<file path="src/sv/pn4_ram.sv">
`default_nettype none
// ---------------------------------------------------------------------------
// pn4_ram
// Generic single-write, single-read RAM with registered read data.
// ---------------------------------------------------------------------------
module pn4_ram #(
    parameter int WIDTH = 8,
    parameter int DEPTH = 256
) (
    input  wire logic                     clk,
    input  wire logic                     we,
    input  wire logic [$clog2(DEPTH)-1:0] waddr,
    input  wire logic [WIDTH-1:0]         wdata,
    input  wire logic [$clog2(DEPTH)-1:0] raddr,
    output logic      [WIDTH-1:0]         rdata
);
    logic [WIDTH-1:0] mem [DEPTH];

    always_ff @(posedge clk)
    begin
        if (we)
        begin
            mem[waddr] <= wdata;
        end
        rdata <= mem[raddr];
    end
endmodule
`default_nettype wire

</file>
<file path="config.mk">
export PLATFORM = sky130hd
export DESIGN_NAME = pn4_ram
export DESIGN_NICKNAME = d
export VERILOG_FILES = /design/src/sv/pn4_ram.sv
export SDC_FILE = /design/constraint.sdc
export NUM_CORES = 2
export LEC_CHECK = 0
export ABC_AREA = 1
export BUFFER_PORTS_ARGS = -buffer_cell sky130_fd_sc_hd__buf_4
export CAP_MARGIN = 30
export CORE_ASPECT_RATIO = 0.75
export CORE_MARGIN = 3
export CORE_UTILIZATION = 35
export DETAILED_ROUTE_END_ITERATION = 7
export SLEW_MARGIN = 0
export SYNTH_ARGS = -nofsm -noshare
export SYNTH_HDL_FRONTEND = slang
export SYNTH_SLANG_ARGS = --single-unit
export TNS_END_PERCENT = 30
</file>
<file path="constraint.sdc">
create_clock -name clk -period 1.7 [get_ports clk]
set_input_delay 0.34 -clock clk [delete_from_list [all_inputs] [get_ports clk]]
set_output_delay 0.34 -clock clk [all_outputs]
set_load 0.05 [all_outputs]
</file>
### Word level (Yosys, flattened, before mapping)

Memory sizes are Yosys's and may differ from the RTL's. A register that Yosys moved wholly into a read port is not among the register bits.
Index checks and enable logic that the tools add are counted.

* $add $sub $neg: 0
* multipliers: 0
* div/mod/pow operators: 0
* order comparisons: 0
* equal/unequal tests: 0
* shift-type cells: 0
* mux-type cells: 2
* bitwise logic cells: 0
* reduce and logical (&&, ||, !) cells: 0

Operator list (number)
* $mux W1: 2

* flip-flop bits (word level): 0
* bits in latches: 0
* RAM bits: 2048
* bits in read-only memories: 0
* input port bits: 26
* output and inout port bits: 8
* logic and storage cells: 3
* memories: 1

Memories
* mem: depth 256, width 8, read ports 1, clocked after Yosys merged registers in 1, write ports 1, RTL line 17 `logic [WIDTH-1:0] mem [DEPTH];`

### Longest topological paths before layout

* depth in word-level cells: 2
* mapped depth: 15

### Worst setup path after synthesis

No wires, ideal clock.

* path type: input port to flip-flop
* from: input we
* to: memory mem[162][0], enable pin
* arrival: 1461 ps
* data required time: 1330 ps
* setup slack: -131 ps
* stages on the path: 4
* path buffers: 2
* path through: clkbuf_1 -> nand3_1 -> clkbuf_1 -> nor2_1

* word-level cells in the longest chain between the ends: 2

RTL lines
* start, declared: RTL line 11 `input wire logic we,`
* $mux W1: RTL line 21 `if (we)`
* $mux W1 (implied by the code): RTL line 23 `mem[waddr] <= wdata;`
* end, declared: RTL line 17

No other way between the ends.

==> results.yml <==
timing:
  fin_skew_ps: 57.4
  drv_slew: 0
  fin_tns_setup_ps: -494
  setup_ws_ps: -142
  hold_slack_ps: 269
  setup_viol: 7
  fin_crit_sh_pct: 108
  min_period_ps: 1840
  hold_viol_final: 0
  max-slew-margin-rel_pct: 62.5
  rsz0062_at_grt: "true"
  worstMarginPinSlew_ps: 562
  max_freq_mhz: 543
outcome:
  violations: "setup timing"
  status: "finished with violations"
placed_design:
  place_hpwl_um: 158000
  placed_area_um2: 93100
  place_ws_ps: -1020
  io_buffers: 33
  placed_cells: 10500
  gp_congestion: 0.943
floorplanning:
  die_x_um: 570
  io_pins: 34
  die_h_um: 429
  initial_core_util_pct: 35.4
  core_area_um2: 236000
  rows: 154
  dieArea_um2: 244000
hold_path:
  min_path_type: "in -> reg"
global_routing:
  grt_overflow_total: 0
  grt_busiest_layer: "met1"
  use_met3_pct: 5.24
  grtUsageTotal_pct: 20.0
  grt_use_met2_pct: 28.7
  grt_max_degree: 75
  grt_antenna_before_repair: 7
  grt_pass1_vias: 54600
  met1_usage_pct: 30.2
  grt_pass1_wl_um: 369000
pwr:
  pwr-share-seq_pct: 51.4
  pwr-share-comb_pct: 7.4
  powerDensity_nw_per_um2: 1080
  internal_power_mw: 83.9
  clkPwrFrac_pct: 41.1
  peakVddDrop_mv: 0.891
  p_leak_nw: 35.9
  power_mw: 109
  p_sw_share_pct: 22.8
  p_sw_mw: 24.8
logic_synthesis:
  syn-cell-area_um2: 83400
  synth_area_leader_cell: "edfxtp_1"
  synth_area_leaders: "edfxtp_1 74%, nand3_1 12%, nand2_1 9.6%"
  synth_nets: 7029
  yosysWarnings: 0
  yosysUniqueCellTypes: 14
  synth_seq_area_share_pct: 73.9
  syn_avg_cell_area_um2: 11.9
  synth_top_area_share_pct: 73.7
  synth-seq-cells: 2056
  synthCells: 7003
route:
  dr.pass1.iters: 8
  routed_wl_um: 254000
  postRouteAntennaNets: 0
  avgViaCountPerCell: 5.39
  drc_errors: 0
  vias: 58300
  wl_per_cell_um: 23.4
  drtIter0Drc: 8072
layout:
  fin_cells: 10800
  area_delta_synth_final_pct: 20.3
  fin_area_um2: 100000
  final_util_pct: 42.5
  final_cell_mix: "2113 x nand2_1, 2048 x edfxtp_1, 1937 x nand3_1, 624 x buf_4, 283 x nor2_1"
  layout-drive-gt1-share_pct: 15.7
  final_common_cell: "nand2_1"
  fin_nets: 7571
critical_path:
  cpLargestDelayFamily: "buffers and inverters"
  cpMostUsedCell: "nand3_1"
  worstPathMaxFanout: 36
  cpMaxStageDelayCell: "buf_12"
  path_buf_inv: 6
  start_kind: "primary input"
  cp_cell_sequence: "buf_8, inv_16, buf_12, buf_4, buf_4, nand2_1, nand3_1, nand3_1, nand3_1, nand3_1, nand3_1, buf_4, nand3_1, nand2_2, nand2_4, nand2_1"
  cp.required_ps: 2470
  crit_arrival_ps: 2610
  max_stage_delay_ps: 250
  end_kind: "flop"
  path_class: "in -> reg"
clocking:
  clockBufferDepth: 4
  clk_pin_slew_worst_paths_ps: 70
  cts_tree: "done"
  numCtsBuffers: 197
  cts_sinks: 2056
  clk-insertion-delay-late_ps: 860
  htreeDepth: 4
  cts_root_buffer: "clkbuf_16"
flow_run:
  max-cap-violations: 0
## path summary, 6_finish.rpt
path	from	to	slack, ps	depth (start not counted)
worst min register to register	mem[226][0]	rdata[0]	980	10
worst min-delay path	we	mem[184][2]	270	4
worst max-delay path	raddr[0]	rdata[4]	-140	16
worst max register to register	mem[77][4]	rdata[4]	-20	10
## logic make-up after synthesis
family	after synthesis	share of synthesized area (%)
buf+inv	522	3.12
flops	2056	73.9
simple gates	4425	22.9
## worst reg2reg max path, delay by kind of cell, from the launching register on
family | cells | cell delay [ps]
and+or+nand+nor | 10 | 1250
DFF | 1 | 370
## power groups by stage
stage	registers [mW]	logic [mW]	clock network, mW
finish	55.9	8.08	44.7
global route	55.9	8.58	47.3
CTS	55.9	7.84	45.2
detailed placement	57.0	7.70	0
global placement	57.0	7.64	0
floorplan	57.1	3.45	0
## cell usage after synthesis (all sizes together)
cell type and instances:
inv 39, nor2 283, nand2 2123, dfxtp 8, clkbuf 112, nand3 2019, buf 371, edfxtp 2048
## sequential cells by signal, summed over array words and instances, names as in the netlist
signal  cells
rdata       8
mem      2048
## cell type report
cell class,count,area [um2]
Sequential cell,2056,61700
Clock inverter,115,1230
Multi-Input combinational cell,4425,19600
Clock buffer,236,5200
Antenna cell,1,2.50
Fill cell,21600,136000
Timing Repair inverter,1,8.76
Inverter,39,180
Tap cell,3120,3900
Timing Repair Buffer,825,8490
## timing repair
action	in CTS	in global routing
setup buffers	0	0
endpoints found under the hold margin	127	0
gates cloned	1	3
gates resized for setup	64	74
hold buffers	10	0
endpoints found under the setup margin	15	16
pin swaps	1	5
## per-layer routing
| layer | part of all wire (%) | routed length [um] |
|---|---|---|
| met1 | 43 | 109000 |
| met2 | 43 | 109000 |
| met3 | 12 | 30000 |
| met4 | 2.4 | 5980 |
| met5 | 0 | 0 |
No activity file was read; power rests on OpenSTA's default activity.
