===== config.mk =====
export PLATFORM = sky130hd
export DESIGN_NAME = pn4_fifo
export DESIGN_NICKNAME = d
export VERILOG_FILES = /design/src/sv/pn4_fifo.sv
export SDC_FILE = /design/constraint.sdc
export NUM_CORES = 1
export LEC_CHECK = 0
export ABC_AREA = 1
export BUFFER_PORTS_ARGS = -buffer_cell sky130_fd_sc_hd__buf_2
export CORE_MARGIN = 8
export CORE_UTILIZATION = 58
export CTS_CLUSTER_SIZE = 28
export DETAILED_ROUTE_END_ITERATION = 12
export HOLD_SLACK_MARGIN = 0.12
export PLACE_DENSITY = 0.78
export SLEW_MARGIN = 20
export SYNTH_ARGS = -nofsm -noshare
export SYNTH_HDL_FRONTEND = slang
export SYNTH_SLANG_ARGS = --single-unit

===== constraint.sdc =====
create_clock -name clk -period 3.65 [get_ports clk]
set_clock_uncertainty 0.05 [all_clocks]
set_input_delay 0.5475 -clock clk [delete_from_list [all_inputs] [get_ports clk]]
set_output_delay 0.5475 -clock clk [all_outputs]
set_load 0.01 [all_outputs]

===== src/sv/pn4_fifo.sv =====
`default_nettype none
// ---------------------------------------------------------------------------
// pn4_fifo
// Short register queue between the front and the back.
// ---------------------------------------------------------------------------
module pn4_fifo #(
    parameter int WIDTH = 32,
    parameter int DEPTH = 4
) (
    input  wire logic             clk,
    input  wire logic             rst_n,
    input  wire logic             push,
    input  wire logic [WIDTH-1:0] wr_data,
    output logic                  full,
    input  wire logic             pop,
    output logic                  valid,
    output logic      [WIDTH-1:0] rd_data
);
    localparam int PW = $clog2(DEPTH);

    logic [WIDTH-1:0] slot_reg [DEPTH];
    logic [PW-1:0]    wr_ptr_reg, wr_ptr_next;
    logic [PW-1:0]    rd_ptr_reg, rd_ptr_next;
    logic [PW:0]      count_reg, count_next;

    assign full    = (count_reg == (PW+1)'(DEPTH));
    assign valid   = (count_reg != '0);
    assign rd_data = slot_reg[rd_ptr_reg];

    always_comb
    begin
        wr_ptr_next = wr_ptr_reg + PW'(push);
        rd_ptr_next = rd_ptr_reg + PW'(pop);
        count_next  = count_reg + (PW+1)'(push) - (PW+1)'(pop);
    end

    always_ff @(posedge clk or negedge rst_n)
    begin
        if (!rst_n)
        begin
            wr_ptr_reg <= '0;
            rd_ptr_reg <= '0;
            count_reg  <= '0;
        end
        else
        begin
            wr_ptr_reg <= wr_ptr_next;
            rd_ptr_reg <= rd_ptr_next;
            count_reg  <= count_next;
        end
    end

    always_ff @(posedge clk)
    begin
        if (push)
        begin
            slot_reg[wr_ptr_reg] <= wr_data;
        end
    end

    ast_no_overflow: assert property (@(posedge clk) disable iff (!rst_n)
        full |-> !push)
        else $error("queue written while full");
    ast_no_underflow: assert property (@(posedge clk) disable iff (!rst_n)
        !valid |-> !pop)
        else $error("queue read while empty");
    ast_count_step: assert property (@(posedge clk) disable iff (!rst_n)
        (push && !pop) |=> count_reg == $past(count_reg) + 1'b1)
        else $error("queue count did not advance");
endmodule
`default_nettype wire


# --- Word-level counts from Yosys, hierarchy flattened ---
# Memories as Yosys holds them, arrays and structs flattened.
# Cells that the tools add are included.
totals:
  reg_bits: 7
  latchBits: 0
  mem_bits_rw: 128
  romBits: 0
  input_bits: 36
  wordCells: 12
  mem_count: 1
op_classes:
  n_addsub: 4
  n_mul: 0
  div: 0
  n_lt_le_gt_ge: 0
  eq_ne: 1
  shift: 0
  mux: 2
  bitwise_logic: 0
  reduce_logical: 1
mem_list:
  columns: ["memory", "depth", "width", "read_ports", "rd_ports_with_merged_regs", "write_ports", "line_no", "source"]
  rows:
  - ["slot_reg", 4, 32, 1, 0, 1, "21", "logic [WIDTH-1:0] slot_reg [DEPTH];"]
op_table:
  columns: ["cell", "count"]
  rows:
  - ["adder 2 x 1 -> 2 bit", 2]
  - ["adder 3 x 1 -> 3 bit", 1]
  - ["equality test 3 bit (second input constant)", 1]
  - ["nonzero test 3 bit", 1]
  - ["subtractor 3 x 1 -> 3 bit", 1]
  - ["two-way mux 1 bit", 2]

# --- Depth between registers and ports, before layout ---
# Gate-level depths: netlist of run 1.
logic_depth:
  depth_word: 2
  depth_mapped: 8
  ltp_nobuf: 8

# --- Least setup slack after synthesis of run 1 ---
# No wires, ideal clock.
synth_path:
  path_kind: "input to register"
  start: "input push"
  end: "memory slot_reg[0][0], enable pin"
  setup_ns: 0.461
  arrival_ns: 2.805
  slack_ns: 0.334
  stages: 2
  path_buffers: 0
  path_cell_list: "inv_1 nor3_1"
synth_via:
  elab_chain_len: 2
synth_lines:
  columns: ["item", "line_no", "source"]
  rows:
  - ["start: declaration", "12", "input wire logic push,"]
  - ["two-way mux 1 bit", "55", "if (push)"]
  - ["two-way mux 1 bit (not written as such)", "57", "slot_reg[wr_ptr_reg] <= wr_data;"]
  - ["end: declaration", "21", null]
# Every way passes these cells.

# --- Final worst setup path of run 1 ---
layout_path:
  start: "register rd_ptr_reg[0]"
  end: "output rd_data[1]"
layout_via:
  elab_chain_len: 1
layout_lines:
  columns: ["item", "line_no", "source"]
  rows:
  - ["start: declaration", "23", "logic [PW-1:0] rd_ptr_reg, rd_ptr_next;"]
  - ["start signal: assignment", "48", "rd_ptr_reg <= rd_ptr_next;"]
  - ["memory read (4 x 32 bit)", null, null]
  - ["end: declaration", "17", "output logic [WIDTH-1:0] rd_data"]
# Every way passes these cells.

==> out/metrics.yaml, run 1 <==
final_layout:
  drive_above_1_share_pct: 18.6
  mostFrequentLayoutCell: "nand2_1"
  nFillCells: 668
  layout.cells.non_filler: 763
  area_growth_pct: 18.8
  nNetsFinal: 658
  num_antenna_cells: 0
  final_cell_mix: "nand2_1 (165), inv_1 (137), edfxtp_1 (128)"
  largest_reg_flops: 128
sta:
  maxSlewViolCount: 0
  hold_viol: 0
  relSlewSlack_pct: 54.2
  setup_viol: 0
  fin_tns_setup_ns: 0
  worst_pin_slew_ns: 0.687
  max_freq_mhz: 375
  finalCriticalPeriod_ns: 2.67
  rsz0062_at_grt: "false"
  period_share_pct: 73.0
drt:
  drtAntennaViolNets: 0
  vias: 3657
  drt_iter0_drc: 267
  drc_errors: 0
  first_pass_iters: 5
  viasPerCell: 4.79
  wl_um: 11300
  post_drt_wl_per_cell_um: 14.8
critical_path:
  path_class: "reg2out"
  crit_buf_inv: 3
  crit_family: "buffers and inverters"
  cp_common_cell: "nand2_1"
  crit_fanout: 26
  cp.required_ns: 3.05
  cp-end-kind: "output port"
  arrival_ns: 2.07
  critPathSlowestCell: "dfrtp_2"
  cp_slowest_stage_delay_ns: 0.40
  crit_path_start_kind: "flip-flop"
  cp_cell_sequence: "inv_2 > buf_4 > nand2_1 > nand3_1 > nand2_1 > buf_2"
synth:
  synthDistinctLibCells: 14
  synth-seq-cells: 135
  synth_cells: 537
  avgSynthCellArea_um2: 10.7
  ys_seq_area_share_pct: 69.9
  synth_nets: 578
  syn-cell-area_um2: 5750
  synth_warnings: 0
power_and_ir_drop:
  intPower_uw: 3740
  power.density_nw_per_um2: 833
  p_leak_uw: 0.00324
  clock_power_share_pct: 30.3
  combPwrFrac_pct: 32.2
  max-vdd-ir-drop_uv: 409
  p_switching_uw: 1940
  seq_power_share_pct: 37.5
  sw_frac_of_total_pct: 34.2
place:
  dp_hpwl_um: 6810
  dp.cells: 730
  place.gp.congestion: 0.740
  port_buffers: 69
clock_tree:
  ctsResizeCount: 0
  htree_levels: 4
  post_cts_buffers: 0
  path_clk_slew_ns: 0.06
  cts_tree: "built"
  insertion_delay_ns: 0.52
  clock-root-buffer: "clkbuf_8"
  cts_buffer_depth: 2
  cts.sinks: 135
  cts_made_buffers: 17
global_routing:
  grt_max_degree: 66
  antenna_found_initial: 1
  grt_pass1_vias: 3779
  grt_pass1_wl_um: 18300
  grt-ovfl-total: 0
  grt_usage_pct: 18.4
floorplanning:
  num_rows: 36
  core_area_um2: 9680
  initial_core_util_pct: 59.4
  dieArea_um2: 13400
  io_pins: 70
  die_y_um: 116
  die_w_um: 116
min_path:
  worst_hold_path_type: "in2reg"
flow_run:
  maxCapViolCount: 0
outcome:
  outcome: "completed"
-- what timing repair did --
| item | in CTS | in global routing |
|---|---|---|
| endpoints found under the hold margin | 7 | 0 |
| hold buffers | 1 | 0 |
| setup endpoints to repair | 0 | 0 |
-- area by class of cell --
class / instances / area [um^2] / area share, %
clock buffers: 19 / 422 / 6.18
clock inverters: 13 / 179 / 2.62
inverters: 139 / 522 / 7.64
multi-input cells: 243 / 1080 / 15.8
flip-flops and latches: 135 / 4020 / 58.9
well taps: 133 / 166 / 2.44
repair buffers: 81 / 438 / 6.41
-- stage by stage --
stage | setup WS (ns) | power [uW] | area, um^2 | hold WS, ns | utilization, %
floorplan | 0.334 | 3410 | 5750 | 0.202 | -
global placement | 1.59 | 3950 | 6220 | 0.340 | 64.2
detailed placement | 1.53 | 4010 | 6220 | 0.345 | 64.2
CTS | 0.957 | 5740 | 6830 | 0.165 | 70.5
global route | 0.888 | 6040 | 6830 | 0.163 | 70.5
finish | 0.985 | 5680 | 6830 | 0.183 | 70.5
-- power by group through the flow --
stage / sequential (uW) / combinational, uW / clock [uW]
6_report: 2130 / 1830 / 1720
5_1_grt: 2150 / 2080 / 1810
4_1_cts: 2130 / 1870 / 1740
3_5_place_dp: 2160 / 1850 / 0
3_3_place_gp: 2150 / 1800 / 0
2_1_floorplan: 2150 / 1260 / 0
-- per-layer routing --
metal	GRT usage, %	routed length [um]
met3	5.68	733
met4	6.83	110
met2	32.0	5910
met1	21.0	4550
met5	0	16
-- cell usage after synthesis --
| cell | n | share of area [%] |
|---|---|---|
| fa_1 | 1 | 0.35 |
| nand3_1 | 66 | 5.7 |
| inv_1 | 137 | 8.9 |
| xor2_1 | 2 | 0.30 |
| edfxtp_1 | 128 | 67 |
| dfrtp_1 | 7 | 3.0 |
| buf_6 | 7 | 1.4 |
| ha_1 | 4 | 0.87 |
| buf_2 | 12 | 1.0 |
| nand2_1 | 165 | 11 |
| inv_2 | 2 | 0.13 |
| nor3_1 | 4 | 0.35 |
| buf_4 | 1 | 0.13 |
| nor2_1 | 1 | 0.065 |
-- logic make-up (layout without fill, tap and decap cells) --
logic type               after synthesis  after routing  share of synthesized area, %
buffers and inverters                159            252                          11.6
AND/OR/NAND/NOR                      236            236                          16.9
flip-flops                           135            135                          69.9
XOR/XNOR                               2              2                         0.305
adder cells (fa/ha/maj)                5              5                          1.22
-- path summary, 6_finish.rpt --
check | cells after the start | start | slack [ns] | end
hold / removal | 1 | wr_data[15] | 0.18 | slot_reg[0][15]
hold reg to reg | 3 | count_reg[1] | 0.52 | count_reg[2]
max in group asynchronous | 2 | rst_n | 3.04 | rd_ptr_reg[0]
setup reg to reg | 3 | wr_ptr_reg[1] | 1.87 | slot_reg[3][18]
setup / recovery | 6 | rd_ptr_reg[0] | 0.98 | rd_data[1]
min in group asynchronous | 2 | rst_n | 0.34 | rd_ptr_reg[1]
No activity file was read; power rests on OpenSTA's default activity.
==> run 2: changes to the inputs <==
--- a/config.mk
+++ b/config.mk
@@ -8,11 +8,11 @@
 export ABC_AREA = 1
 export BUFFER_PORTS_ARGS = -buffer_cell sky130_fd_sc_hd__buf_2
 export CORE_MARGIN = 8
-export CORE_UTILIZATION = 58
+export CORE_UTILIZATION = 52
 export CTS_CLUSTER_SIZE = 28
 export DETAILED_ROUTE_END_ITERATION = 12
 export HOLD_SLACK_MARGIN = 0.12
-export PLACE_DENSITY = 0.78
+export PLACE_DENSITY = 0.73
 export SLEW_MARGIN = 20
 export SYNTH_ARGS = -nofsm -noshare
 export SYNTH_HDL_FRONTEND = slang
==> constraint.sdc (replaced) <==
create_clock -name clk -period 2.4 [get_ports clk]
set_clock_uncertainty 0.05 [all_clocks]
set_input_delay 0.36 -clock clk [delete_from_list [all_inputs] [get_ports clk]]
set_output_delay 0.36 -clock clk [all_outputs]
set_load 0.01 [all_outputs]
==> run 2 against run 1 <==
  * Sequential power grew 52%
  * First-iteration DRC count shrank 22%
  * Setup slack lost 0.87 ns
  * Total power grew 54%
  * Cell count grew 5.4%
  * Largest cell class unchanged
  * Non-clock buffer count grew 34
  * Clock power grew 55%
  * Core utilization shrank 3.7 points
  * Combinational power grew 56%
  * Die area grew 9.9%
  * Sequential share of layout area shrank 3.2 points
==> out/metrics.yaml, run 2 (synthesis gave the netlist of run 1 again) <==
drt:
  vias: 3785  # was 3657
  drt_iter0_drc: 207  # was 267
  post_drt_wl_per_cell_um: 14.2  # was 14.8 um
  drc_errors: 0  # unchanged
  drtAntennaViolNets: 0  # unchanged
  wl_um: 11400  # was 11300 um
  viasPerCell: 4.71  # was 4.79
  first_pass_iters: 5  # unchanged
power_and_ir_drop:
  clock_power_share_pct: 30.4  # was 30.3%
  intPower_uw: 5800  # was 3740 uW
  power_uw: 8750  # was 5680 uW
  p_switching_uw: 2950  # was 1940 uW
  p_leak_uw: 0.00339  # was 0.00324 uW
  power.density_nw_per_um2: 1210  # was 833 nW/um^2
  max-vdd-ir-drop_uv: 783  # was 409 uV
  seq_power_share_pct: 37.0  # was 37.5%
  combPwrFrac_pct: 32.6  # was 32.2%
  sw_frac_of_total_pct: 33.7  # was 34.2%
clock_tree:
  cts_tree: "built"  # unchanged
  cts_made_buffers: 17  # unchanged
  insertion_delay_ns: 0.51  # was 0.52 ns
  htree_levels: 4  # unchanged
  clock-root-buffer: "clkbuf_8"  # unchanged
  cts_buffer_depth: 2  # unchanged
  path_clk_slew_ns: 0.06  # about the same
  cts.sinks: 135  # unchanged
sta:
  period_share_pct: 95.1
  setup_ws_ns: 0.117  # was 0.985 ns
  max_freq_mhz: 438
  relSlewSlack_pct: 53.7  # was 54.2%
  holdWs_ns: 0.151  # was 0.183 ns
  worst_pin_slew_ns: 0.694  # was 0.687 ns
  finalCriticalPeriod_ns: 2.28
  hold_viol: 0  # unchanged
  setup_viol: 0  # unchanged
  rsz0062_at_grt: "false"  # unchanged
  maxSlewViolCount: 0  # unchanged
floorplanning:
  dieArea_um2: 14700  # was 13400 um^2
  io_pins: 70  # unchanged
  die_y_um: 121  # was 116 um
  core_area_um2: 10800  # was 9680 um^2
  initial_core_util_pct: 53.3  # was 59.4%
  die_w_um: 121  # was 116 um
  num_rows: 38  # was 36
global_routing:
  grt_usage_pct: 16.7  # was 18.4%
  grt_pass1_wl_um: 18800  # was 18300 um
  antenna_found_initial: 0  # was 1
  grt-ovfl-total: 0  # unchanged
  grt_max_degree: 66  # unchanged
  grt_pass1_vias: 3942  # was 3779
critical_path:
  crit_end: "rd_data[23]"  # was rd_data[1]
  path_class: "reg2out"  # unchanged
  cp-end-kind: "output port"  # unchanged
  worstRegToRegCells: 8  # was 3
  r2r_end: "count_reg[2]"  # was slot_reg[3][18]
  r2r-start: "count_reg[0]"  # was wr_ptr_reg[1]
  cp.required_ns: 1.99  # was 3.05 ns
  crit_path_start_kind: "flip-flop"  # unchanged
  r2r_slack_ns: 0.79  # was 1.87 ns
  arrival_ns: 1.87  # was 2.07 ns
  crit_fanout: 32  # was 26
  crit_start: "rd_ptr_reg[1]"  # was rd_ptr_reg[0]
min_path:
  worst_hold_path_type: "in2async"  # was in2reg
final_layout:
  mostFrequentLayoutCell: "nand2_1"  # unchanged
  nNetsFinal: 692  # was 658
  num_antenna_cells: 0  # unchanged
  largest_reg_flops: 128  # unchanged
  final_cell_mix: "nand2_1 (165), inv_1 (137), edfxtp_1 (128)"  # unchanged
  layout.cells.non_filler: 804  # was 763
  post-route-util_pct: 66.8  # was 70.5%
  area_growth_pct: 25.5  # was 18.8%
  drive_above_1_share_pct: 17.8  # was 18.6%
place:
  place.gp.congestion: 0.766  # was 0.740
  port_buffers: 69  # unchanged
  dp.cells: 737  # was 730
  dp_slack_ns: 0.575  # was 1.53 ns
  dp_hpwl_um: 6770  # was 6810 um
outcome:
  outcome: "completed"  # unchanged
flow_run:
  maxCapViolCount: 0  # unchanged
-- run 2: cell count changes in the layout (fill, tap and decap cells not counted), sizes merged --
cell | before | now
clkinvlp | 1 | 3
dlygate4sd3 | 1 | 35
inv | 140 | 138
clkinv | 7 | 6
clkbuf | 19 | 20
-- run 2: final cells by class --
class                   instances  area (um^2)
multi-input cells             243         1080
well taps                     140          175
clock inverters                12          175
inverters                     139          523
repair buffers                115          795
fillers                       753         3580
flip-flops and latches        135         4020
clock buffers                  20          445
-- run 2: worst min path at each step --
| stage | to | slack [ns] | depth (start not counted) |
|---|---|---|---|
| 3_3_place_gp | count_reg[0] | 0.15 | 1 |
| 3_5_place_dp | count_reg[2] | 0.16 | 1 |
| 4_1_cts | count_reg[1] | 0.13 | 2 |
| 2_1_floorplan | count_reg[0] | 0.01 | 0 |
| 5_1_grt | wr_ptr_reg[1] | 0.14 | 2 |
| 6_report | count_reg[0] | 0.15 | 2 |
-- run 2: power groups by stage --
stage	sequential (uW)	clock, uW	combinational, uW
6_report	3240	2660	2850
5_1_grt	3270	2820	3210
4_1_cts	3240	2710	2910
3_5_place_dp	3280	0	2840
3_3_place_gp	3260	0	2740
2_1_floorplan	3280	0	1910
-- run 2: per-stage QoR --
stage,setup TNS [ns],area (um^2)
floorplan,-99.49,5750
detailed placement,0,6240
finish,0,7210
CTS,0,7210
global route,0,7210
global placement,0,6240
-- run 2: repair_timing --
| action | 4_1_cts | 5_1_grt |
|---|---|---|
| setup buffers | 0 | 0 |
| setup endpoints to repair | 2 | 3 |
| resized for setup | 1 | 1 |
| cloned | 0 | 0 |
| hold buffers | 35 | 0 |
| hold endpoints to repair | 138 | 0 |
-- run 2: routing by layer --
metal	share of wire, %	GRT usage, %	vias up
met4	1.2	7.17	0
met2	51	28.3	117
met1	41	19.0	1752
li1	-	-	1904
met3	6.9	5.44	12
met5	0	0	-
-- run 2: worst max-delay path: stages, from the launching register on --
cell	delay, ns
dfrtp_1	0.39
inv_2	0.52
nand3_1	0.18
nand2_1	0.13
buf_2	0.14
