**src/sv/pn4_pkg.sv**
```systemverilog
`default_nettype none
// ---------------------------------------------------------------------------
// pn4_pkg
// Shared types and constants of the 4-D gradient noise block.
// ---------------------------------------------------------------------------
package pn4_pkg;

    typedef enum logic [0:0] {
        MODE_EVAL = 1'b0,
        MODE_LOAD = 1'b1
    } mode_t;

    typedef enum logic [3:0] {
        S_IDLE = 4'b0001,
        S_FADE = 4'b0010,
        S_LOOK = 4'b0100,
        S_LERP = 4'b1000
    } back_state_t;

    // Gradient component codes
    typedef logic [1:0] gsign_t;
    localparam gsign_t G_POS = 2'b01;
    localparam gsign_t G_NEG = 2'b11;

    localparam int NUM_AXES    = 4;
    localparam int NUM_CORNERS = 16;
    localparam int PERM_W      = 8;
    localparam int GRAD_IDX_W  = 5;

    // Fade polynomial 6f^5 - 15f^4 + 10f^3
    localparam int FADE_A = 6;
    localparam int FADE_B = 15;
    localparam int FADE_C = 10;

    // Each entry holds {gx, gy, gz, gt}, two bits per component
    localparam logic [7:0] GRAD_ROM [32] = '{
        8'b01010100, 8'b01010001, 8'b01000101, 8'b00010101,
        8'b01011100, 8'b01010011, 8'b01000111, 8'b00010111,
        8'b01110100, 8'b01110001, 8'b01001101, 8'b00011101,
        8'b01111100, 8'b01110011, 8'b01001111, 8'b00011111,
        8'b11010100, 8'b11010001, 8'b11000101, 8'b00110101,
        8'b11011100, 8'b11010011, 8'b11000111, 8'b00110111,
        8'b11110100, 8'b11110001, 8'b11001101, 8'b00111101,
        8'b11111100, 8'b11110011, 8'b11001111, 8'b00111111
    };

endpackage
`default_nettype wire

```
**src/sv/pn4_back.sv**
```systemverilog
`default_nettype none
// ---------------------------------------------------------------------------
// pn4_back
// Executes queued words: table loads, and noise evaluation through fade,
// permutation lookup with gradient dot, and multilinear blend.
// ---------------------------------------------------------------------------
module pn4_back #(
    parameter int FRAC_BITS = 16,
    parameter int IDX_W     = 8,
    parameter int ITEM_W    = 1 + 8 + 5*8 + 4*16
) (
    input  wire logic                     clk,
    input  wire logic                     rst_n,
    input  wire logic                     in_valid,
    input  wire logic [ITEM_W-1:0]        item,
    output logic                          pop,
    output logic                          ram_we,
    output logic [IDX_W-1:0]              ram_waddr,
    output logic [7:0]                    ram_wdata,
    output logic [IDX_W-1:0]              ram_raddr,
    input  wire logic [7:0]               ram_rdata,
    output logic                          done,
    output logic signed [FRAC_BITS+2:0]   noise_value
);
    import pn4_pkg::*;

    localparam int F  = FRAC_BITS;
    localparam int VW = F + 4;
    localparam int PW = 2*F + 6;
    localparam logic signed [F:0]    ONE_O  = (F+1)'(longint'(1) << F);
    localparam logic signed [F+5:0]  ONE_P  = (F+6)'(longint'(1) << F);
    localparam logic signed [VW-1:0] SAT_HI = VW'(3 * (longint'(1) << F));
    localparam logic signed [VW-1:0] SAT_LO = -SAT_HI;

    // control
    back_state_t state_reg, state_next;
    logic [1:0]  axis_reg, axis_next;
    logic [1:0]  fstep_reg, fstep_next;
    logic [6:0]  look_reg, look_next;
    logic [1:0]  lv_reg, lv_next;
    logic [3:0]  k_reg, k_next;
    logic        s1_valid_reg, s1_valid_next;
    logic        s2_valid_reg, s2_valid_next;
    logic        done_reg, done_next;

    // datapath
    logic [IDX_W-1:0]      cell_reg [NUM_AXES];
    logic [F-1:0]          frac_reg [NUM_AXES];
    logic [F-1:0]          q2_reg, q3_reg;
    logic [F+3:0]          p_reg;
    logic [F:0]            w_reg [NUM_AXES];
    logic signed [VW-1:0]  v_reg [NUM_CORNERS];
    logic signed [VW-1:0]  r_reg [8];
    logic signed [VW-1:0]  a1_reg, d1_reg, a2_reg;
    logic signed [PW-1:0]  prod_reg;
    logic signed [F+2:0]   noise_reg;

    logic                  is_load;
    logic [F-1:0]          f_cur;
    logic [2*F-1:0]        ff_prod, qf_prod;
    logic [2*F+3:0]        wp_prod;
    logic signed [F+5:0]   p_calc;
    logic [1:0]            level;
    logic [3:0]            corner, pcorner;
    logic                  sel_bit;
    logic [IDX_W-1:0]      h_ext;
    logic                  dot_ready;
    logic [7:0]            grad;
    logic signed [F:0]     off [NUM_AXES];
    logic signed [VW-1:0]  dot;
    logic [3:0]            n_lv;
    logic                  issue, lv_end;
    logic signed [VW-1:0]  blend, sat_val;

    assign is_load   = item[ITEM_W-1];
    assign pop       = (state_reg == S_IDLE) && in_valid;
    assign ram_we    = pop && is_load;
    assign ram_waddr = item[4*F + 4*IDX_W +: IDX_W];
    assign ram_wdata = item[4*F + 5*IDX_W +: 8];

    // fade arithmetic
    always_comb
    begin
        f_cur   = frac_reg[axis_reg];
        ff_prod = f_cur * f_cur;
        qf_prod = q2_reg * f_cur;
        p_calc  = $signed({6'b0, q2_reg}) * $signed((F+6)'(FADE_A))
                - $signed({6'b0, f_cur}) * $signed((F+6)'(FADE_B))
                + ONE_P * $signed((F+6)'(FADE_C));
        wp_prod = q3_reg * p_reg;
    end

    // lookup chain: one dependent table read per cycle
    always_comb
    begin
        level   = look_reg[1:0];
        corner  = look_reg[5:2];
        pcorner = corner - 4'd1;
        sel_bit = corner[2'd3 - level];
        h_ext   = IDX_W'({{IDX_W{1'b0}}, ram_rdata});
        ram_raddr = cell_reg[level] + IDX_W'(sel_bit)
                  + ((level == 2'd0) ? '0 : h_ext);
        dot_ready = (state_reg == S_LOOK) && (level == 2'd0) && (look_reg != '0);
        grad = GRAD_ROM[ram_rdata[GRAD_IDX_W-1:0]];
        dot  = '0;
        for (int a = 0; a < NUM_AXES; a++)
        begin
            off[a] = pcorner[3-a] ? ($signed({1'b0, frac_reg[a]}) - ONE_O)
                                  : $signed({1'b0, frac_reg[a]});
            if (grad[7-2*a -: 2] == G_POS)
            begin
                dot = dot + VW'(off[a]);
            end
            else if (grad[7-2*a -: 2] == G_NEG)
            begin
                dot = dot - VW'(off[a]);
            end
        end
    end

    // blend pipeline control
    always_comb
    begin
        n_lv   = 4'd8 >> lv_reg;
        issue  = (state_reg == S_LERP) && (k_reg < n_lv);
        lv_end = (state_reg == S_LERP) && (k_reg == n_lv + 4'd2);
        blend  = a2_reg + VW'(prod_reg >>> F);
        if (r_reg[7] > SAT_HI)
        begin
            sat_val = SAT_HI;
        end
        else if (r_reg[7] < SAT_LO)
        begin
            sat_val = SAT_LO;
        end
        else
        begin
            sat_val = r_reg[7];
        end
    end

    always_comb
    begin
        state_next    = state_reg;
        axis_next     = axis_reg;
        fstep_next    = fstep_reg;
        look_next     = look_reg;
        lv_next       = lv_reg;
        k_next        = k_reg;
        done_next     = 1'b0;
        s1_valid_next = issue;
        s2_valid_next = s1_valid_reg;
        unique case (state_reg)
            S_IDLE:
            begin
                if (pop && !is_load)
                begin
                    state_next = S_FADE;
                    axis_next  = '0;
                    fstep_next = '0;
                end
            end
            S_FADE:
            begin
                fstep_next = fstep_reg + 2'd1;
                if (fstep_reg == 2'd2)
                begin
                    fstep_next = '0;
                    axis_next  = axis_reg + 2'd1;
                    if (axis_reg == 2'd3)
                    begin
                        state_next = S_LOOK;
                        look_next  = '0;
                    end
                end
            end
            S_LOOK:
            begin
                look_next = look_reg + 7'd1;
                if (look_reg == 7'(4*NUM_CORNERS))
                begin
                    state_next = S_LERP;
                    lv_next    = '0;
                    k_next     = '0;
                end
            end
            S_LERP:
            begin
                k_next = k_reg + 4'd1;
                if (lv_end)
                begin
                    k_next = '0;
                    if (lv_reg == 2'd3)
                    begin
                        state_next = S_IDLE;
                        done_next  = 1'b1;
                    end
                    else
                    begin
                        lv_next = lv_reg + 2'd1;
                    end
                end
            end
            default:
            begin
                state_next = S_IDLE;
            end
        endcase
    end

    always_ff @(posedge clk or negedge rst_n)
    begin
        if (!rst_n)
        begin
            state_reg    <= S_IDLE;
            axis_reg     <= '0;
            fstep_reg    <= '0;
            look_reg     <= '0;
            lv_reg       <= '0;
            k_reg        <= '0;
            s1_valid_reg <= 1'b0;
            s2_valid_reg <= 1'b0;
            done_reg     <= 1'b0;
        end
        else
        begin
            state_reg    <= state_next;
            axis_reg     <= axis_next;
            fstep_reg    <= fstep_next;
            look_reg     <= look_next;
            lv_reg       <= lv_next;
            k_reg        <= k_next;
            s1_valid_reg <= s1_valid_next;
            s2_valid_reg <= s2_valid_next;
            done_reg     <= done_next;
        end
    end

    always_ff @(posedge clk)
    begin
        if (pop && !is_load)
        begin
            for (int a = 0; a < NUM_AXES; a++)
            begin
                cell_reg[a] <= item[4*F + a*IDX_W +: IDX_W];
                frac_reg[a] <= item[a*F +: F];
            end
        end

        if (state_reg == S_FADE)
        begin
            unique case (fstep_reg)
                2'd0: q2_reg <= ff_prod[2*F-1:F];
                2'd1:
                begin
                    q3_reg <= qf_prod[2*F-1:F];
                    p_reg  <= p_calc[F+3:0];
                end
                default: w_reg[axis_reg] <= wp_prod[2*F:F];
            endcase
        end

        // shift corner values in, corner 0 ends at the head
        if (dot_ready)
        begin
            for (int i = 0; i < NUM_CORNERS-1; i++)
            begin
                v_reg[i] <= v_reg[i+1];
            end
            v_reg[NUM_CORNERS-1] <= dot;
        end
        else if (issue)
        begin
            for (int i = 0; i < NUM_CORNERS-2; i++)
            begin
                v_reg[i] <= v_reg[i+2];
            end
        end
        else if (lv_end)
        begin
            unique case (lv_reg)
                2'd0: for (int i = 0; i < 8; i++) v_reg[i] <= r_reg[i];
                2'd1: for (int i = 0; i < 4; i++) v_reg[i] <= r_reg[4+i];
                2'd2: for (int i = 0; i < 2; i++) v_reg[i] <= r_reg[6+i];
                default: noise_reg <= (F+3)'(sat_val);
            endcase
        end

        if (issue)
        begin
            a1_reg <= v_reg[0];
            d1_reg <= v_reg[1] - v_reg[0];
        end
        if (s1_valid_reg)
        begin
            a2_reg   <= a1_reg;
            prod_reg <= PW'(d1_reg) * PW'($signed({1'b0, w_reg[~lv_reg]}));
        end
        if (s2_valid_reg)
        begin
            for (int i = 0; i < 7; i++)
            begin
                r_reg[i] <= r_reg[i+1];
            end
            r_reg[7] <= blend;
        end
    end

    assign done        = done_reg;
    assign noise_value = noise_reg;

    ast_done_single: assert property (@(posedge clk) disable iff (!rst_n)
        done_reg |=> !done_reg)
        else $error("two results in a row");
    ast_no_write_in_lookup: assert property (@(posedge clk) disable iff (!rst_n)
        ram_we |-> state_reg == S_IDLE)
        else $error("table written during evaluation");
    ast_look_to_blend: assert property (@(posedge clk) disable iff (!rst_n)
        (state_reg == S_LOOK && look_reg == 7'(4*NUM_CORNERS)) |=> state_reg == S_LERP)
        else $error("lookup did not hand over to blend");
    ast_saturated: assert property (@(posedge clk) disable iff (!rst_n)
        done_reg |-> (VW'(noise_value) <= SAT_HI) && (VW'(noise_value) >= SAT_LO))
        else $error("result out of range");
endmodule
`default_nettype wire

```
**config.mk**
```make
export PLATFORM = sky130hd
export DESIGN_NAME = pn4_back
export DESIGN_NICKNAME = d
export VERILOG_FILES = /design/src/sv/pn4_pkg.sv /design/src/sv/pn4_back.sv
export SDC_FILE = /design/constraint.sdc
export NUM_CORES = 2
export LEC_CHECK = 0
export CELL_PAD_IN_SITES_DETAIL_PLACEMENT = 0
export CELL_PAD_IN_SITES_GLOBAL_PLACEMENT = 1
export CORE_UTILIZATION = 57
export DETAILED_ROUTE_END_ITERATION = 16
export DONT_BUFFER_PORTS = 1
export PLACE_DENSITY_LB_ADDON = 0.1
export SETUP_SLACK_MARGIN = 0.4
export SKIP_LAST_GASP = 1
export SYNTH_ARGS = -nofsm -noshare
export SYNTH_HDL_FRONTEND = slang
export SYNTH_SLANG_ARGS = --single-unit
```
**constraint.sdc**
```tcl
create_clock -name clk -period 20.2 [get_ports clk]
set_clock_uncertainty 0.05 [all_clocks]
set_input_delay 6.06 -clock clk [delete_from_list [all_inputs] [get_ports clk]]
set_output_delay 6.06 -clock clk [all_outputs]
set_load 0.02 [all_outputs]
```
# Word-level counts from Yosys, hierarchy flattened
# Memory sizes are Yosys's and may differ from the RTL's.
# Index checks and enable logic that the tools add are counted.
[totals]
reg_bits = 191
ram_bits = 644
rom_bits = 256
input_bits = 124
output_inout_bits = 46
wordCells = 246
mem_count = 6
[mem_list]
columns = ["memory", "words", "word_bits", "rd", "rd_ports_with_merged_regs", "wr", "line_no", "rtl"]
rows = [
  ["v_reg", 16, 20, 16, 0, 16, "pn4_back.sv:52", "logic signed [VW-1:0] v_reg [NUM_CORNERS];"],
  ["(name not given)", 32, 8, 1, 0, 0, "pn4_back.sv:104", "grad = GRAD_ROM[ram_rdata[GRAD_IDX_W-1:0]];"],
  ["r_reg", 8, 20, 8, 0, 8, "pn4_back.sv:53", "logic signed [VW-1:0] r_reg [8];"],
  ["w_reg", 4, 17, 1, 0, 1, "pn4_back.sv:51", "logic [F:0] w_reg [NUM_AXES];"],
  ["frac_reg", 4, 16, 5, 0, 4, "pn4_back.sv:48", "logic [F-1:0] frac_reg [NUM_AXES];"],
  ["cell_reg", 4, 8, 1, 0, 4, "pn4_back.sv:47", "logic [IDX_W-1:0] cell_reg [NUM_AXES];"],
]
[classes]
addsub = 25
multipliers = 6
n_lt_le_gt_ge = 5
n_eq_ne = 27
n_shift = 1
mux = 98
bitwise_logic = 33
reduce_logical = 27
[op_table]
columns = ["operator", "n"]
rows = [
  ["2-to-1 mux 20 bit", 36],
  ["2-to-1 mux 17 bit", 4],
  ["subtractor 17 bit (second input constant)", 4],
  ["multiplier 16 x 16 -> 32 bit", 2],
  ["adder 20 x 17 -> 20 bit", 3],
  ["subtractor 20 x 17 -> 20 bit", 3],
  ["multiplier 20 x 18 -> 36 bit", 1],
  ["multiplier 16 x 20 -> 33 bit", 1],
  ["2-to-1 mux 4 bit", 8],
  ["2-to-1 mux 1 bit", 31],
  ["OR 1 bit", 28],
  ["2-to-1 mux 8 bit", 3],
  ["adder 20 bit", 1],
  ["adder 20 bit (second input constant)", 1],
  ["greater-than comparator 20 x 19 -> 1 bit (second input constant)", 1],
  ["less-than comparator 20 x 19 -> 1 bit (second input constant)", 1],
  ["multiplier 16 x 4 -> 20 bit (second input constant)", 1],
  ["subtractor 19 x 20 -> 20 bit", 1],
  ["subtractor 20 bit", 1],
  ["2-to-1 mux 19 bit", 1],
  ["multiplier 16 x 2 -> 18 bit (second input constant)", 1],
  ["subtractor 1 x 17 -> 18 bit (first input constant)", 1],
  ["== test 2 bit (second input constant)", 8],
  ["one-hot mux 4 bit (4 select lines)", 1],
  ["other kinds (41)", 79],
]

# Longest topological paths before layout
[depth]
ltp_word = 16
mapped_depth = 38

# Worst setup path after synthesis
# OpenSTA, ideal clock, no wires.
[synth_path]
path_kind = "input port to output port"
startpoint = "in ram_rdata[0]"
endpoint = "out ram_raddr[6]"
t_arrival_ns = 8.192
required_ns = 14.090
path_slack_ns = 5.898
path_stages = 10
n_path_buf = 1
path_cell_list = "clkbuf_1 -> clkinv_1 -> nor2_1 -> fa_1 -> fa_1 -> a21o_1 -> a21oi_1 -> o21bai_1 -> a21oi_1 -> xnor2_1"
[synth_via]
elab_chain_cells = 2
[synth_rtl]
columns = ["element", "line_no", "rtl"]
rows = [
  ["start, declared", "pn4_back.sv:21", "input wire logic [7:0] ram_rdata,"],
  ["2-to-1 mux 8 bit", "pn4_back.sv:102", "+ ((level == 2'd0) ? '0 : h_ext);"],
  ["adder 8 bit", "pn4_back.sv:102", ""],
  ["end, declared", "pn4_back.sv:20", "output logic [IDX_W-1:0] ram_raddr,"],
]
# No other way between the ends.

# Worst setup path after layout
# Same ends and word-level chain as after synthesis.

==> metrics.txt <==
via count 53,600; most frequent cell after synthesis nand2_1; Worst Setup End Kind output port; row count 136; Fin Setup TNS 0 ns; Die Y 374 um; Slew HR 0.0988; sequential share of the synthesized area 0.311; Fmax 68.7 MHz; post-route ant nets 0; Die W 374 um; synthesized area 78,700 um^2; count of final hold-check violations 0; 1st-iter DRT viols 3,905; Final setup viols 0; number of synthesized flops with an enable pin 795; Post-Synthesis Cells 7,837; post-DR vias/cell 5.62; CP max stage delay 0.48 ns; insertion delay to the later sink of the worst-skew pair 0.73 ns; CTS max path bufs 3; CTS Buf Count 90; CTS sink count 819; residual DRC count 0; crit path kind primary input to output port; Worst setup SP type primary input; synthesized flop and latch total 819; Top Usage Layer GRT met2; layout cells sized above 1 0.0424; Reg clk slew, reported paths 0.06 ns; WL/cell 20.3 um; IO Pins 170; top cell type's share of synthesized area 0.303; max FFs per register 320; Syn Area/Cell 10.0 um^2; Synth Warn # 0; Area Growth Syn to Fin 5.80%; post-synth top area cell edfxtp_1; synth unique cells 90; Main synth FF type edfxtp_1; gp weighted congestion 0.903; pin count of the biggest net entering global routing 85; GR Layer Usage met3 0.0361; number of global-route vias before repair 55,700; Min-Delay Path Class flop to flop; async set-reset flop share out of synthesis 0.0293; Tot GR Track Use 0.282; CP max stage cell fa_1; Tmin final 14.56 ns; CTS tree yes; cts-stage hold buffer count 0; top cells by count, synth nand2_1, inv_1, fa_1; crit share post-route 0.721; Post-CTS Setup Inserts 0; GR Util met1 0.382; CP cell instances clkinv_1 > nor2_1 > fa_1 > fa_1 > a21o_1 > a21oi_1 > o21bai_1 > a21oi_1 > xnor2_1; hpwl dp 142,000 um; syn nets 9,566; core area 137,000 um^2; Crit path arrival time 8.45 ns; Reg2Reg Setup Slack 11.39 ns; port buffer count 0; post-cts sizing count 0; total wire length 193,000 um; largest cells by area after synthesis edfxtp_1, fa_1, ha_1; crit path max fanout 9; global-route track usage on met2 0.477; fin util 0.607; Critical Path RT 14.09 ns; TritonRoute pass-1 iters 7; fin nets 9,394; fillers 11,600; initial antenna violation count 5; max-cap viol count 0; htree depth 3; Tightest Pin Transition 1.34 ns; Die Area 140,000 um^2; CTS Root Buffer Type clkbuf_16; grt ovf 0; Initial Utilization 0.573; first-pass GRT wire length 308,000 um; RSZ-0062 raised after global routing false; Slew Limit Fails 0; status complete, no violations
-- cell type report --
class | count | area, um^2 | area share
timing repair buffer | 84 | 631 | 0.00757
clock buffer | 120 | 2370 | 0.0285
tap | 1794 | 2240 | 0.0269
clock inverter | 48 | 604 | 0.00725
inverter | 1315 | 4940 | 0.0593
antenna | 1 | 2.50 | 0.0000300
sequential | 819 | 24500 | 0.294
multi-input combinational | 5355 | 48000 | 0.577
-- metal layers --
layer / vias to the layer above / part of all wire
met5: - / 0.000047
met4: 2 / 0.030
met3: 297 / 0.051
met2: 1352 / 0.49
met1: 27000 / 0.43
li1: 24900 / -
-- layout by cell type (no fill, tap or decap), types with 24 or more instances in the layout --
| cell type | instances |
|---|---|
| xnor2_1 | 140 |
| inv_1 | 1301 |
| and2_1 | 351 |
| o21a_1 | 37 |
| buf_4 | 84 |
| o31ai_1 | 24 |
| nor2b_1 | 39 |
| xor2_1 | 63 |
| clkbuf_1 | 29 |
| nand3_1 | 41 |
| nor3_1 | 59 |
| edfxtp_1 | 795 |
| o21ai_0 | 197 |
| o21bai_1 | 29 |
| nor2_1 | 373 |
| mux4_2 | 34 |
| a31oi_1 | 44 |
| o211ai_1 | 24 |
| a21o_1 | 61 |
| nand2b_1 | 32 |
| a21oi_1 | 353 |
| mux2i_1 | 68 |
| nand2_1 | 1374 |
| clkbuf_16 | 90 |
| and3_1 | 26 |
| a22oi_1 | 39 |
| ha_1 | 618 |
| o22ai_1 | 38 |
| fa_1 | 987 |
-- final timing paths --
| check | start | to | depth (start not counted) |
|---|---|---|---|
| setup reg to reg | frac_reg[0][3]$_DFFE_PP_ | v_reg[0][319]$_DFFE_PP_ | 26 |
| hold / removal | a1_reg[1]$_DFFE_PP_ | a2_reg[1]$_DFFE_PP_ | 0 |
| hold reg to reg | a1_reg[1]$_DFFE_PP_ | a2_reg[1]$_DFFE_PP_ | 0 |
| setup / recovery | ram_rdata[0] | ram_raddr[6] | 9 |
| min in group asynchronous | rst_n | state_reg[1]$_DFFE_PN0P_ | 0 |
| max in group asynchronous | rst_n | state_reg[0]$_DFFE_PN1P_ | 0 |
-- critical path, delay by kind of cell --
kind / cells / cell delay (ns)
buffers and inverters: 1 / 0.19
and+or+nand+nor: 1 / 0.10
xor gates and xnor gates: 1 / 0.28
adders and majority gates: 2 / 0.95
AOI/OAI and AO/OA: 4 / 0.87
-- metrics by stage --
stage | hold WS, ns | instances | setup slack, ns | cell area, um^2
global route | 0.375 | 9536 | 5.55 | 83300
detailed placement | 0.355 | 9367 | 5.73 | 80300
global placement | 0.351 | 9367 | 5.82 | 80300
CTS | 0.368 | 9535 | 5.68 | 83300
finish | 0.366 | 9536 | 5.64 | 83300
floorplan | 0.350 | 7837 | 5.90 | 78700
-- logic make-up (layout without fill, tap and decap cells) --
group,Yosys count,after routing,synth area share
AO/OA/AOI/OAI,1035,1035,0.0831
XOR/XNOR,203,203,0.0226
adder cells (fa/ha/maj),1606,1606,0.349
buffers and inverters,1663,1567,0.0804
flip-flops,819,819,0.311
multiplexers,113,113,0.0199
other,0,1,0
AND/OR/NAND/NOR,2398,2398,0.134
Power is not shown: default switching activity piles up to over one toggle a cycle in this logic, so the estimate is an artifact.
